## config.mk

```make
export PLATFORM = sky130hd
export DESIGN_NAME = mips_integer_core_subset
export DESIGN_NICKNAME = d
export VERILOG_FILES = /design/src/design/mipsc_pkg.sv /design/src/design/mips_integer_core_subset.sv
export SDC_FILE = /design/constraint.sdc
export NUM_CORES = 2
export LEC_CHECK = 0
export ABC_CLOCK_PERIOD_IN_PS = 14300
export BUFFER_PORTS_ARGS = -buffer_cell sky130_fd_sc_hd__buf_2
export CORE_MARGIN = 3
export CORE_UTILIZATION = 50
export CTS_CLUSTER_DIAMETER = 100
export DETAILED_ROUTE_END_ITERATION = 16
export PLACE_DENSITY = 0.66
export SYNTH_ARGS = -nofsm -noshare
export SYNTH_HDL_FRONTEND = slang
export SYNTH_SLANG_ARGS = --single-unit
```

## constraint.sdc

```tcl
create_clock -name aclk -period 14.3 [get_ports aclk]
set_input_delay 2.86 -clock aclk [delete_from_list [all_inputs] [get_ports aclk]]
set_output_delay 2.86 -clock aclk [all_outputs]
set_load 0.01 [all_outputs]
```

## src/design/mipsc_pkg.sv

```systemverilog
// Shared constants and types for the MIPS integer core subset.
`default_nettype none
package mipsc_pkg;

    localparam int XLEN    = 32;
    localparam int AW      = 29;
    localparam int NREG    = 32;
    localparam int RIDX_W  = 5;
    localparam int IN_W    = 64;
    localparam int OUT_W   = 96;
    localparam int MOP_W   = 2;

    // output tdata field positions
    localparam int FA_LO = 0;
    localparam int MA_LO = 29;
    localparam int WD_LO = 58;
    localparam int LW_BIT = 90;

    localparam logic [31:0] RESET_PC  = 32'hBFC0_0000;
    localparam logic [31:0] JUMP_MASK = 32'hF000_0000;

    localparam logic [1:0] MOP_NONE  = 2'd0;
    localparam logic [1:0] MOP_READ  = 2'd1;
    localparam logic [1:0] MOP_WRITE = 2'd2;

    localparam logic KIND_INSTR = 1'b0;
    localparam logic KIND_LOAD  = 1'b1;

    // primary opcodes
    localparam logic [5:0] OP_SPECIAL = 6'h00;
    localparam logic [5:0] OP_REGIMM  = 6'h01;
    localparam logic [5:0] OP_J       = 6'h02;
    localparam logic [5:0] OP_JAL     = 6'h03;
    localparam logic [5:0] OP_BEQ     = 6'h04;
    localparam logic [5:0] OP_BNE     = 6'h05;
    localparam logic [5:0] OP_BLEZ    = 6'h06;
    localparam logic [5:0] OP_BGTZ    = 6'h07;
    localparam logic [5:0] OP_ADDI    = 6'h08;
    localparam logic [5:0] OP_ADDIU   = 6'h09;
    localparam logic [5:0] OP_SLTI    = 6'h0A;
    localparam logic [5:0] OP_SLTIU   = 6'h0B;
    localparam logic [5:0] OP_ANDI    = 6'h0C;
    localparam logic [5:0] OP_ORI     = 6'h0D;
    localparam logic [5:0] OP_XORI    = 6'h0E;
    localparam logic [5:0] OP_LUI     = 6'h0F;
    localparam logic [5:0] OP_COP0    = 6'h10;
    localparam logic [5:0] OP_LW      = 6'h23;
    localparam logic [5:0] OP_SW      = 6'h2B;

    // SPECIAL functions
    localparam logic [5:0] FN_SLL  = 6'h00;
    localparam logic [5:0] FN_SRL  = 6'h02;
    localparam logic [5:0] FN_SRA  = 6'h03;
    localparam logic [5:0] FN_JR   = 6'h08;
    localparam logic [5:0] FN_JALR = 6'h09;
    localparam logic [5:0] FN_MFHI = 6'h10;
    localparam logic [5:0] FN_MFLO = 6'h12;
    localparam logic [5:0] FN_MULT = 6'h18;
    localparam logic [5:0] FN_DIV  = 6'h1A;
    localparam logic [5:0] FN_ADD  = 6'h20;
    localparam logic [5:0] FN_ADDU = 6'h21;
    localparam logic [5:0] FN_SUB  = 6'h22;
    localparam logic [5:0] FN_SUBU = 6'h23;
    localparam logic [5:0] FN_AND  = 6'h24;
    localparam logic [5:0] FN_OR   = 6'h25;
    localparam logic [5:0] FN_XOR  = 6'h26;
    localparam logic [5:0] FN_SLT  = 6'h2A;
    localparam logic [5:0] FN_SLTU = 6'h2B;

    localparam logic [4:0] RT_BLTZ = 5'h00;
    localparam logic [4:0] RT_BGEZ = 5'h01;
    localparam logic [4:0] C0_MFC0 = 5'h00;
    localparam logic [4:0] C0_MTC0 = 5'h04;
    localparam logic [4:0] REG_RA  = 5'd31;

    typedef enum logic [5:0] {
        ST_IDLE = 6'b000001,
        ST_EXEC = 6'b000010,
        ST_MUL  = 6'b000100,
        ST_DIV  = 6'b001000,
        ST_FIX  = 6'b010000,
        ST_DONE = 6'b100000
    } state_t;

endpackage
`default_nettype wire

```

## src/design/mips_integer_core_subset.sv

```systemverilog
// Top level: sequenced MIPS integer core subset with a shared mul/div step unit.
`default_nettype none
// Executes one transfer per item: an instruction word (s_tuser 0) or a load
// return (s_tuser 1), and answers each with one result giving the next fetch
// address and any memory request. An instruction passes through accept,
// register read and execute, and result load; a load return or an instruction
// arriving while a load waits skips the execute step. MULT and DIV run a
// 33-bit add/subtract unit one bit per cycle, then a sign-fix step. The
// register file reads through a registered port, so operands read at accept
// are used in the execute step. s_tready is high only between items; the
// output register holds a finished result while the next item is accepted.
module mips_integer_core_subset (
    input  wire                          aclk,
    input  wire                          aresetn,
    input  wire                          s_tvalid,
    output logic                         s_tready,
    // [31:0] instr_word, [63:32] load_data
    input  wire [mipsc_pkg::IN_W-1:0]    s_tdata,
    // [0] opcode (0 instruction, 1 load return)
    input  wire [0:0]                    s_tuser,
    output logic                         m_tvalid,
    input  wire                          m_tready,
    // [28:0] fetch_addr, [57:29] mem_addr, [89:58] mem_wdata, [90] load_wait
    output logic [mipsc_pkg::OUT_W-1:0]  m_tdata,
    // [1:0] mem_op
    output logic [mipsc_pkg::MOP_W-1:0]  m_tuser
);
    import mipsc_pkg::*;

    state_t state_reg, state_next;

    logic [XLEN-1:0] rf_mem [NREG];
    logic [NREG-1:0] rf_vld_reg;
    logic [XLEN-1:0] rf_a_rdata, rf_b_rdata;
    logic            rf_a_vld_reg, rf_b_vld_reg;
    logic [XLEN-1:0] c0_mem [NREG];
    logic [NREG-1:0] c0_vld_reg;
    logic [XLEN-1:0] c0_rdata;
    logic            c0_vld_reg_rd;

    logic [XLEN-1:0] instr_reg;
    logic [XLEN-1:0] pc_reg, hi_reg, lo_reg, btgt_reg;
    logic            bpend_reg, lpend_reg;
    logic [RIDX_W-1:0] ldest_reg;

    logic [AW-1:0]   res_fa_reg, res_ma_reg;
    logic [MOP_W-1:0] res_mop_reg;
    logic [XLEN-1:0] res_wd_reg;
    logic            res_lw_reg;

    logic            m_tvalid_reg;
    logic [OUT_W-1:0] m_tdata_reg;
    logic [MOP_W-1:0] m_tuser_reg;

    logic [63:0]     prod_reg;
    logic [XLEN-1:0] opnd_reg;
    logic            neg_q_reg, neg_r_reg;
    logic [RIDX_W-1:0] cnt_reg;
    logic            cnt_mul_reg;

    // register file write port
    logic              rf_we;
    logic [RIDX_W-1:0] rf_waddr;
    logic [XLEN-1:0]   rf_wdata;

    logic s_fire, kind;
    assign s_tready = (state_reg == ST_IDLE);
    assign s_fire   = s_tvalid && s_tready;
    assign kind     = s_tuser[0];

    // instruction fields
    logic [5:0]  prim, fn;
    logic [4:0]  rs, rt, rd, sh;
    logic [31:0] uimm, simm, a, b, c0v, btgt, jtgt, pc4;
    assign prim = instr_reg[31:26];
    assign rs   = instr_reg[25:21];
    assign rt   = instr_reg[20:16];
    assign rd   = instr_reg[15:11];
    assign sh   = instr_reg[10:6];
    assign fn   = instr_reg[5:0];
    assign uimm = {16'h0000, instr_reg[15:0]};
    assign simm = {{16{instr_reg[15]}}, instr_reg[15:0]};
    assign a    = rf_a_vld_reg ? rf_a_rdata : '0;
    assign b    = rf_b_vld_reg ? rf_b_rdata : '0;
    assign c0v  = c0_vld_reg_rd ? c0_rdata : '0;
    assign pc4  = pc_reg + 32'd4;
    assign btgt = pc4 + {simm[29:0], 2'b00};
    assign jtgt = (pc4 & JUMP_MASK) | {4'h0, instr_reg[25:0], 2'b00};

    // execute-cycle decisions
    logic            ex_we;
    logic [4:0]      ex_wa;
    logic [31:0]     ex_wd, ex_ea;
    logic            ex_take, ex_c0we, ex_mul, ex_div;
    logic [1:0]      ex_mop;
    logic [31:0]     ex_tgt;

    always_comb begin
        ex_we   = 1'b0;
        ex_wa   = rd;
        ex_wd   = '0;
        ex_take = 1'b0;
        ex_tgt  = btgt;
        ex_c0we = 1'b0;
        ex_mul  = 1'b0;
        ex_div  = 1'b0;
        ex_mop  = MOP_NONE;
        ex_ea   = a + simm;
        unique case (prim)
            OP_SPECIAL: begin
                unique case (fn)
                    FN_SLL: begin ex_we = 1'b1; ex_wd = b << sh; end
                    FN_SRL: begin ex_we = 1'b1; ex_wd = b >> sh; end
                    FN_SRA: begin ex_we = 1'b1; ex_wd = $unsigned($signed(b) >>> sh); end
                    FN_JR: begin ex_take = 1'b1; ex_tgt = a; end
                    FN_JALR: begin
                        ex_we = 1'b1; ex_wd = pc_reg + 32'd8;
                        ex_take = 1'b1; ex_tgt = a;
                    end
                    FN_MFHI: begin ex_we = 1'b1; ex_wd = hi_reg; end
                    FN_MFLO: begin ex_we = 1'b1; ex_wd = lo_reg; end
                    FN_MULT: ex_mul = 1'b1;
                    FN_DIV:  ex_div = (b != '0);
                    FN_ADD, FN_ADDU: begin ex_we = 1'b1; ex_wd = a + b; end
                    FN_SUB, FN_SUBU: begin ex_we = 1'b1; ex_wd = a - b; end
                    FN_AND: begin ex_we = 1'b1; ex_wd = a & b; end
                    FN_OR:  begin ex_we = 1'b1; ex_wd = a | b; end
                    FN_XOR: begin ex_we = 1'b1; ex_wd = a ^ b; end
                    FN_SLT: begin
                        ex_we = 1'b1; ex_wd = {31'd0, $signed(a) < $signed(b)};
                    end
                    FN_SLTU: begin ex_we = 1'b1; ex_wd = {31'd0, a < b}; end
                    default: ;
                endcase
            end
            OP_REGIMM: ex_take = ((rt == RT_BLTZ) && a[31]) || ((rt == RT_BGEZ) && !a[31]);
            OP_J:   begin ex_take = 1'b1; ex_tgt = jtgt; end
            OP_JAL: begin
                ex_take = 1'b1; ex_tgt = jtgt;
                ex_we = 1'b1; ex_wa = REG_RA; ex_wd = pc_reg + 32'd8;
            end
            OP_BEQ:  ex_take = (a == b);
            OP_BNE:  ex_take = (a != b);
            OP_BLEZ: ex_take = a[31] || (a == '0);
            OP_BGTZ: ex_take = !a[31] && (a != '0);
            OP_ADDI, OP_ADDIU: begin ex_we = 1'b1; ex_wa = rt; ex_wd = a + simm; end
            OP_SLTI: begin
                ex_we = 1'b1; ex_wa = rt; ex_wd = {31'd0, $signed(a) < $signed(simm)};
            end
            OP_SLTIU: begin ex_we = 1'b1; ex_wa = rt; ex_wd = {31'd0, a < simm}; end
            OP_ANDI: begin ex_we = 1'b1; ex_wa = rt; ex_wd = a & uimm; end
            OP_ORI:  begin ex_we = 1'b1; ex_wa = rt; ex_wd = a | uimm; end
            OP_XORI: begin ex_we = 1'b1; ex_wa = rt; ex_wd = a ^ uimm; end
            OP_LUI:  begin ex_we = 1'b1; ex_wa = rt; ex_wd = {instr_reg[15:0], 16'h0000}; end
            OP_COP0: begin
                if (rs == C0_MFC0) begin
                    ex_we = 1'b1; ex_wa = rt; ex_wd = c0v;
                end
                ex_c0we = (rs == C0_MTC0);
            end
            OP_LW: ex_mop = MOP_READ;
            OP_SW: ex_mop = MOP_WRITE;
            default: ;
        endcase
    end

    // shared 33-bit add/subtract step unit
    logic [32:0] alu_x, alu_y, alu_sum;
    logic        alu_cin, div_neg;
    logic [31:0] rem_new;
    always_comb begin
        if (state_reg == ST_DIV) begin
            alu_x   = {prod_reg[63:32], prod_reg[31]};
            alu_y   = ~{1'b0, opnd_reg};
            alu_cin = 1'b1;
        end else begin
            alu_x   = {1'b0, prod_reg[63:32]};
            alu_y   = prod_reg[0] ? {1'b0, opnd_reg} : '0;
            alu_cin = 1'b0;
        end
        alu_sum = alu_x + alu_y + {32'd0, alu_cin};
        div_neg = alu_sum[32];
        rem_new = div_neg ? alu_x[31:0] : alu_sum[31:0];
    end

    logic [31:0] abs_a, abs_b;
    assign abs_a = a[31] ? (~a + 32'd1) : a;
    assign abs_b = b[31] ? (~b + 32'd1) : b;

    logic [63:0] prod_neg;
    logic [31:0] quo_neg, rem_neg;
    assign prod_neg = ~prod_reg + 64'd1;
    assign quo_neg  = ~prod_reg[31:0] + 32'd1;
    assign rem_neg  = ~prod_reg[63:32] + 32'd1;

    always_comb begin
        rf_we    = 1'b0;
        rf_waddr = ex_wa;
        rf_wdata = ex_wd;
        if (s_fire && (kind == KIND_LOAD) && lpend_reg) begin
            rf_we    = (ldest_reg != '0);
            rf_waddr = ldest_reg;
            rf_wdata = s_tdata[63:32];
        end else if (state_reg == ST_EXEC) begin
            rf_we = ex_we && (ex_wa != '0);
        end
    end

    always_comb begin
        state_next = state_reg;
        unique case (state_reg)
            ST_IDLE: if (s_fire) state_next = ((kind == KIND_LOAD) || lpend_reg) ? ST_DONE : ST_EXEC;
            ST_EXEC: state_next = ex_mul ? ST_MUL : (ex_div ? ST_DIV : ST_DONE);
            ST_MUL, ST_DIV: if (cnt_reg == '1) state_next = ST_FIX;
            ST_FIX:  state_next = ST_DONE;
            ST_DONE: if (!m_tvalid_reg || m_tready) state_next = ST_IDLE;
            default: state_next = ST_IDLE;
        endcase
    end

    // memories: registered reads, one write per cycle
    always_ff @(posedge aclk) begin
        if (s_fire) begin
            rf_a_rdata <= rf_mem[s_tdata[25:21]];
            rf_b_rdata <= rf_mem[s_tdata[20:16]];
            c0_rdata   <= c0_mem[s_tdata[15:11]];
        end
        if (rf_we) rf_mem[rf_waddr] <= rf_wdata;
        if ((state_reg == ST_EXEC) && ex_c0we) c0_mem[rd] <= b;
    end

    always_ff @(posedge aclk) begin
        if (!aresetn) begin
            state_reg     <= ST_IDLE;
            rf_vld_reg    <= '0;
            c0_vld_reg    <= '0;
            rf_a_vld_reg  <= 1'b0;
            rf_b_vld_reg  <= 1'b0;
            c0_vld_reg_rd <= 1'b0;
            pc_reg        <= RESET_PC;
            hi_reg        <= '0;
            lo_reg        <= '0;
            btgt_reg      <= '0;
            bpend_reg     <= 1'b0;
            lpend_reg     <= 1'b0;
            ldest_reg     <= '0;
            m_tvalid_reg  <= 1'b0;
            cnt_reg       <= '0;
        end else begin
            state_reg <= state_next;
            if (rf_we) rf_vld_reg[rf_waddr] <= 1'b1;
            if ((state_reg == ST_EXEC) && ex_c0we) c0_vld_reg[rd] <= 1'b1;
            if (s_fire) begin
                rf_a_vld_reg  <= rf_vld_reg[s_tdata[25:21]];
                rf_b_vld_reg  <= rf_vld_reg[s_tdata[20:16]];
                c0_vld_reg_rd <= c0_vld_reg[s_tdata[15:11]];
                if (kind == KIND_LOAD) lpend_reg <= 1'b0;
            end
            if (state_reg == ST_EXEC) begin
                // a control transfer inside a delay slot is dropped
                bpend_reg <= ex_take && !bpend_reg;
                if (ex_take && !bpend_reg) btgt_reg <= ex_tgt;
                pc_reg <= bpend_reg ? btgt_reg : pc4;
                if (ex_mop == MOP_READ) begin
                    lpend_reg <= 1'b1;
                    ldest_reg <= rt;
                end
                cnt_reg <= '0;
            end
            if ((state_reg == ST_MUL) || (state_reg == ST_DIV)) cnt_reg <= cnt_reg + 5'd1;
            if (state_reg == ST_FIX) begin
                if (cnt_mul_reg) begin
                    hi_reg <= neg_q_reg ? prod_neg[63:32] : prod_reg[63:32];
                    lo_reg <= neg_q_reg ? prod_neg[31:0] : prod_reg[31:0];
                end else begin
                    hi_reg <= neg_r_reg ? rem_neg : prod_reg[63:32];
                    lo_reg <= neg_q_reg ? quo_neg : prod_reg[31:0];
                end
            end
            if (state_reg == ST_DONE) begin
                if (!m_tvalid_reg || m_tready) m_tvalid_reg <= 1'b1;
            end else if (m_tready) begin
                m_tvalid_reg <= 1'b0;
            end
        end
    end

    // payload registers
    always_ff @(posedge aclk) begin
        if (s_fire) begin
            instr_reg   <= s_tdata[31:0];
            res_fa_reg  <= pc_reg[AW-1:0];
            res_mop_reg <= MOP_NONE;
            res_ma_reg  <= '0;
            res_wd_reg  <= '0;
            res_lw_reg  <= (kind == KIND_INSTR) && lpend_reg;
        end
        if (state_reg == ST_EXEC) begin
            res_fa_reg  <= bpend_reg ? btgt_reg[AW-1:0] : pc4[AW-1:0];
            res_mop_reg <= ex_mop;
            res_ma_reg  <= (ex_mop != MOP_NONE) ? ex_ea[AW-1:0] : '0;
            res_wd_reg  <= (ex_mop == MOP_WRITE) ? b : '0;
            res_lw_reg  <= (ex_mop == MOP_READ);
            cnt_mul_reg <= ex_mul;
            if (ex_mul) begin
                opnd_reg  <= abs_a;
                prod_reg  <= {32'd0, abs_b};
                neg_q_reg <= a[31] ^ b[31];
                neg_r_reg <= 1'b0;
            end else begin
                opnd_reg  <= abs_b;
                prod_reg  <= {32'd0, abs_a};
                neg_q_reg <= a[31] ^ b[31];
                neg_r_reg <= a[31];
            end
        end
        if (state_reg == ST_MUL) prod_reg <= {alu_sum, prod_reg[31:1]};
        if (state_reg == ST_DIV) prod_reg <= {rem_new, prod_reg[30:0], ~div_neg};
        if ((state_reg == ST_DONE) && (!m_tvalid_reg || m_tready)) begin
            m_tdata_reg <= {5'd0, res_lw_reg, res_wd_reg, res_ma_reg, res_fa_reg};
            m_tuser_reg <= res_mop_reg;
        end
    end

    assign m_tvalid = m_tvalid_reg;
    assign m_tdata  = m_tdata_reg;
    assign m_tuser  = m_tuser_reg;

endmodule
`default_nettype wire

```

======== After elaboration in Yosys (flattened, before gate mapping) ========
Memory sizes are Yosys's and may differ from the RTL's. A register that Yosys moved wholly into a read port is not among the register bits.
Index checks and enable logic that the tools add are counted.
word-level totals
  register bits after elaboration ......... 531
  RAM bits ................................ 2048
  input bits .............................. 69
  word-level logic and storage cells ...... 262
  memories kept ........................... 2
cells by class
  add/sub/neg operators ................... 14
  $lt $le $gt $ge ......................... 11
  equality and inequality tests ........... 51
  shift-type cells ........................ 3
  muxes and demuxes ....................... 87
  bitwise operators ....................... 18
  reductions and logical operators ........ 48
memories
  name    depth  width  rd ports  clocked after memory_dff  write ports  line                            RTL
  c0_mem  32     32     1         1                         1            mips_integer_core_subset.sv:36  logic [XLEN-1:0] c0_mem [NREG];
  rf_mem  32     32     2         2                         1            mips_integer_core_subset.sv:32  logic [XLEN-1:0] rf_mem [NREG];
operators with widths
  cell                   count
  $mux 32                22
  $pmux 32 s13           1
  $pmux 32 s10           1
  $mux 64                3
  $mux 29                6
  $add 32x1->32 const B  4
  $not 32->32            4
  $add 32x32->32         3
  $lt 32x32->1           3
  $or 32x32->32          3
  $eq 6x6->1 const B     12
  $eq 6x4->1 const B     11
  $mux 33                2
  $add 64x1->64 const B  1
  $not 64->64            1
  $pmux 32 s2            1
  $reduce_bool 32->1     2
  $eq 6x5->1 const B     6
  $mux 6                 6
  $add 33x1->33          1
  $add 33x33->33         1
  $not 32->33            1
  $add 32x3->32 const B  1
  $add 32x4->32 const B  1
  other kinds (53)       135

======== Depth between registers and ports, before layout ========
  depth in word-level cells ............... 10
  gate-level depth with buffers ........... 24
  depth with buffers taken out ............ 18

======== Worst setup path before layout ========
No wires, ideal clock.
  kind .................................... input-to-reg
  start ................................... in s_tvalid
  end ..................................... reg res_fa_reg[0] (enable)
  setup time .............................. 674 ps
  arrival time ............................ 9415 ps
  slack ................................... 4211 ps
  cell stages on the path ................. 2
  buffers on the path ..................... 0
  cell sequence ........................... inv_1 -> o21ai_0
between the ends
  cells in the longest elaborated chain, start to end .. 2
ends and longest elaborated chain
  element                      line                             RTL
  from (decl)                  mips_integer_core_subset.sv:15   input wire s_tvalid,
  $logic_and 1x1->1            mips_integer_core_subset.sv:68   assign s_fire = s_tvalid && s_tready;
  $reduce_bool 2->1 (no line)  n/a
  to (signal assigned)         mips_integer_core_subset.sv:292  res_fa_reg <= pc_reg[AW-1:0];
  to (signal assigned)         mips_integer_core_subset.sv:299  res_fa_reg <= bpend_reg ? btgt_reg[AW-1:0] : pc4[AW-1:0];
  to (decl)                    mips_integer_core_subset.sv:46   logic [AW-1:0] res_fa_reg, res_ma_reg;
Every way passes these cells.
A chain may end at the register's enable or synchronous reset.

======== Worst setup path in the final report ========
  start ................................... reg rf_b_vld_reg
  end ..................................... mem rf_mem[28][24], data pin
between the ends
  cells in the longest elaborated chain, start to end .. 5
  elaborated cells on any way between the ends .. 12
  classes of those cells .................. add/sub: 2; shift: 3; mux: 4; bitwise: 3
ends and longest elaborated chain
  element                                       line                             RTL
  from (decl)                                   mips_integer_core_subset.sv:35   logic rf_a_vld_reg, rf_b_vld_reg;
  from (signal assigned)                        mips_integer_core_subset.sv:255  rf_b_vld_reg <= rf_vld_reg[s_tdata[20:16]];
  $mux 32 *                                     mips_integer_core_subset.sv:84   assign b = rf_b_vld_reg ? rf_b_rdata : '0;
  $sub 32x32->32, or another cell as far along  mips_integer_core_subset.sv:125  FN_SUB, FN_SUBU: begin ex_we = 1'b1; ex_wd = a - b; end
  $pmux 32 s13 *                                mips_integer_core_subset.sv:111  unique case (fn)
  $pmux 32 s10 *                                mips_integer_core_subset.sv:109  unique case (prim)
  $mux 32 *                                     mips_integer_core_subset.sv:200  if (s_fire && (kind == KIND_LOAD) && lpend_reg) begin
  via rf_wdata[24]                              mips_integer_core_subset.sv:64   logic [XLEN-1:0] rf_wdata;
  to (decl)                                     mips_integer_core_subset.sv:32
Mark *: on every way through the listed nets, which the timed path passes. The rest lies on a longest branch.

==> results.tsv <==
stage	metric	value	unit
clock_tree	clockRootBuffer	clkbuf_16	
finish	multiInputGateArea	0.0513	mm^2
worst_setup_path	critPathKind	register to register	
sta	fmax	147	MHz
worst_setup_path	r2r_slack	7.50	ns
synth	synthCells	8851	
status	run_status	complete, no violations	
clock_tree	hold_buffers	0	
route	wl_per_cell	38.9	um
hold_path	hold_depth	0	
worst_setup_path	crit_required	14.55	ns
route	avgViaCountPerCell	6.99	
clock_tree	cts_resized	0	
clock_tree	tritoncts	built	
worst_setup_path	crit_path_cell_trace	nand2_1, inv_1, ha_1, inv_1, fa_1, nand2b_1, a21oi_1, o31ai_1, nor4b_1, o311ai_1, buf_4, a21boi_0, o21ai_0, o21ai_0, o221a_2, nand3_1	
synth	yosysMostFrequentCell	edfxtp_1	
global_route	grt_pass1_vias	86400	
place	placed_area	0.138	mm^2
finish	stdcell_area	0.147	mm^2
sta	min_period	6.80	ns
power	vdd_drop_max	142	uV
worst_setup_path	r2r-start	rf_b_vld_reg$_SDFFE_PN0P_	
sta	drv_slew	0	
finish	fin_cells	12700	
route	vias	88700	
route	antenna_left	0	
synth	synthArstFlopShare	0	%
sta	hold_viol	0	
power	leakagePower	0.0500	uW
clock_tree	clk_path_buf_depth	4	
power	power.internal	13600	uW
finish	regArea	0.0782	mm^2
route	dr.max_layer_used	met5	
finish	synthToLayoutAreaGrowth	11.4	%
sta	slew_headroom	5.39	%
power	p_sw	4680	uW
global_route	gr-total-overflow	0	
clock_tree	htreeDepth	5	
route	wl_met2	220000	um
worst_setup_path	critPathSlowestCell	nand3_1	
place	dpl.hpwl	322000	um
sta	clock_skew	0.0876	ns
die	start_util	50.5	%
die	fp.dieArea	0.270	mm^2
synth	synthTopCellsByArea	edfxtp_1 (56%), mux4_2 (17%), dfxtp_1 (3.2%), nand2_1 (1.9%), ha_1 (1.8%)	
place	gp_congestion	1.07	
synth	synthTopCellsByCount	edfxtp_1 (2461), mux4_2 (1011), nand2_1 (663), nor2_1 (564), clkbuf_1 (492)	
sta	finalCritPeriodShare	47.5	%
synth	seq_area_frac_synth	59.3	%
synth	avgSynthCellArea	14.9	um^2
global_route	grt_pass1_wl	685000	um
sta	tns	0	ns
route	firstDrtPassIters	10	
worst_setup_path	rr_worst_depth	16	
finish	layout.nets	9210	
power	p_sw_share	25.5	%
die	fp.dieH	520	um
clock_tree	clkLatencyLatePin	0.91	ns
synth	synthFlopType	edfxtp_1	
route	met1Wirelength	185000	um
worst_setup_path	arrival	7.05	ns
route	drc	0	
power	clkPwrFrac	40.5	%
finish	fill_cells	20400	
global_route	antenna_found_initial	33	
clock_tree	cts_made_buffers	285	
finish	drive_gt1_share	23.8	%
hold_path	hold_start	res_wd_reg[29]$_SDFFCE_PN0P_	
hold_path	hp-class	register to register	
synth	synth_seq_cells	2675	
sta	setup_viol	0	
die	core.rowCount	187	
route	wl_met3	51400	um
synth	syn_area	0.132	mm^2
synth	synth.largest_area_cell	edfxtp_1	
clock_tree	cts_setup_buffers	0	
power	p_seq_share	47.8	%
clock_tree	clkTransAtPathRegs	0.07	ns
die	die_w	520	um
route	drtIter0Drc	13200	
global_route	grt_usage	36.1	%
sta	rsz0062_at_grt	no	
power	power_density	125	mW/mm^2
synth	synth-edff-count	2461	
hold_path	hold_end	m_tdata[87]$_DFFE_PP_	
worst_setup_path	cpPeakStageDelay	0.87	ns
place	dpl.cell_count	12200	
global_route	grt_max_degree	126	
synth	yosys_warnings	0	
route	routed_wl	494000	um
worst_setup_path	cp_max_fo	42	
die	ios	169	
run	maxCapViolations	0	
sta	worst_pin_slew	1.41	ns
synth	yosysTopAreaCellShare	56.0	%
synth	yosysUniqueCellTypes	100	
worst_setup_path	r2r-end	rf_mem[28][24]$_DFFE_PP_	
worst_setup_path	cp-end-kind	register	
power	p_comb_share	11.7	%
place	numPortBuffers	163	
worst_setup_path	worstSetupStartpointType	register	
die	core	0.261	mm^2
clock_tree	cts.sinks	2675	
power groups by stage:
| stage | logic, uW | clock network, uW | registers (uW) |
|---|---|---|---|
| after global routing | 2210 | 7830 | 8750 |
| after global placement | 2060 | 0 | 8920 |
| final | 2140 | 7410 | 8760 |
| after CTS | 2070 | 7510 | 8750 |
| after floorplan | 1280 | 0 | 8840 |
| after detailed placement | 2060 | 0 | 8920 |
worst max-delay path by stage:
| stage | from | slack, ns | cells past startpoint | end |
|---|---|---|---|---|
| after floorplan | s_tvalid | 4.21 | 2 | res_fa_reg[0]$_DFFE_PP_ |
| after global placement | s_tdata[11] | 7.24 | 6 | c0_rdata[0]$_DFFE_PP_ |
| after detailed placement | s_tdata[11] | 7.24 | 6 | c0_rdata[0]$_DFFE_PP_ |
| after CTS | state_reg[0]$_SDFFE_PN1P_ | 7.81 | 19 | prod_reg[63]$_DFFE_PP_ |
| after global routing | state_reg[0]$_SDFFE_PN1P_ | 7.45 | 19 | prod_reg[61]$_DFFE_PP_ |
| final | rf_b_vld_reg$_SDFFE_PN0P_ | 7.50 | 16 | rf_mem[28][24]$_DFFE_PP_ |
per-stage QoR:
stage | utilization [%] | hold WS [ns] | total power, uW | setup WS [ns]
after floorplan | - | 0.400 | 10100 | 4.21
after global placement | 52.7 | 0.403 | 11000 | 7.24
after detailed placement | 52.7 | 0.405 | 11000 | 7.24
after CTS | 56.2 | 0.391 | 18300 | 7.81
after global routing | 56.3 | 0.417 | 18800 | 7.45
final | 56.3 | 0.389 | 18300 | 7.50
layout make-up:
| class | instances | area share [%] |
|---|---|---|
| Sequential cell | 2675 | 53.2 |
| Multi-Input combinational cell | 5381 | 34.9 |
| Clock buffer | 344 | 5.08 |
| Tap cell | 3496 | 2.98 |
| Timing Repair Buffer | 440 | 2.11 |
| Clock inverter | 156 | 1.23 |
| Inverter | 162 | 0.415 |
| Antenna cell | 32 | 0.0545 |
critical path, delay by kind of cell (launching register included):
kind	cells	cell delay, ns
buffers and inverters	3	0.59
DFF	1	0.74
AOI/OAI and AO/OA	7	1.97
and+or+nand+nor	4	2.09
adders and majority gates	2	0.68
cell usage in the layout, fill, tap and decap left out, types with 87 or more instances in the layout:
| master | synthesis | layout |
|---|---|---|
| clkbuf_16 | 0 | 288 |
| edfxtp_1 | 2461 | 2461 |
| buf_2 | 46 | 150 |
| nand2_1 | 663 | 662 |
| a22oi_1 | 87 | 87 |
| ha_1 | 190 | 190 |
| dfxtp_1 | 214 | 212 |
| nand3_1 | 148 | 146 |
| xor2_1 | 128 | 128 |
| mux2_2 | 149 | 149 |
| nor2_1 | 564 | 500 |
| mux4_2 | 1011 | 1011 |
| a21oi_1 | 330 | 330 |
| xnor2_1 | 168 | 166 |
| o21ai_0 | 404 | 393 |
| a211oi_1 | 90 | 89 |
| buf_4 | 9 | 271 |
| mux2i_1 | 129 | 129 |
| nor3_1 | 109 | 102 |
| inv_1 | 159 | 153 |
kinds of logic (layout without fill, tap and decap cells):
family                     count (synthesis)  after routing  share of synthesized area [%]
xor gates and xnor gates                 296            296                           1.97
other                                      1             69                        0.00284
muxes                                   1289           1289                           19.5
adders and majority gates                196            196                           1.89
buffers and inverters                    831           1102                           2.43
AOI/OAI and AO/OA                       1641           1641                           8.21
and+or+nand+nor                         1922           1922                           6.71
DFF                                     2675           2675                           59.3
metal layers:
metal	track usage, %	vias to the layer above
met2	53.8	5813
met5	0	-
met4	22.5	18
met1	48.9	46000
met3	7.62	1164
li1	-	35600
Power figures use the tool's default switching activity.
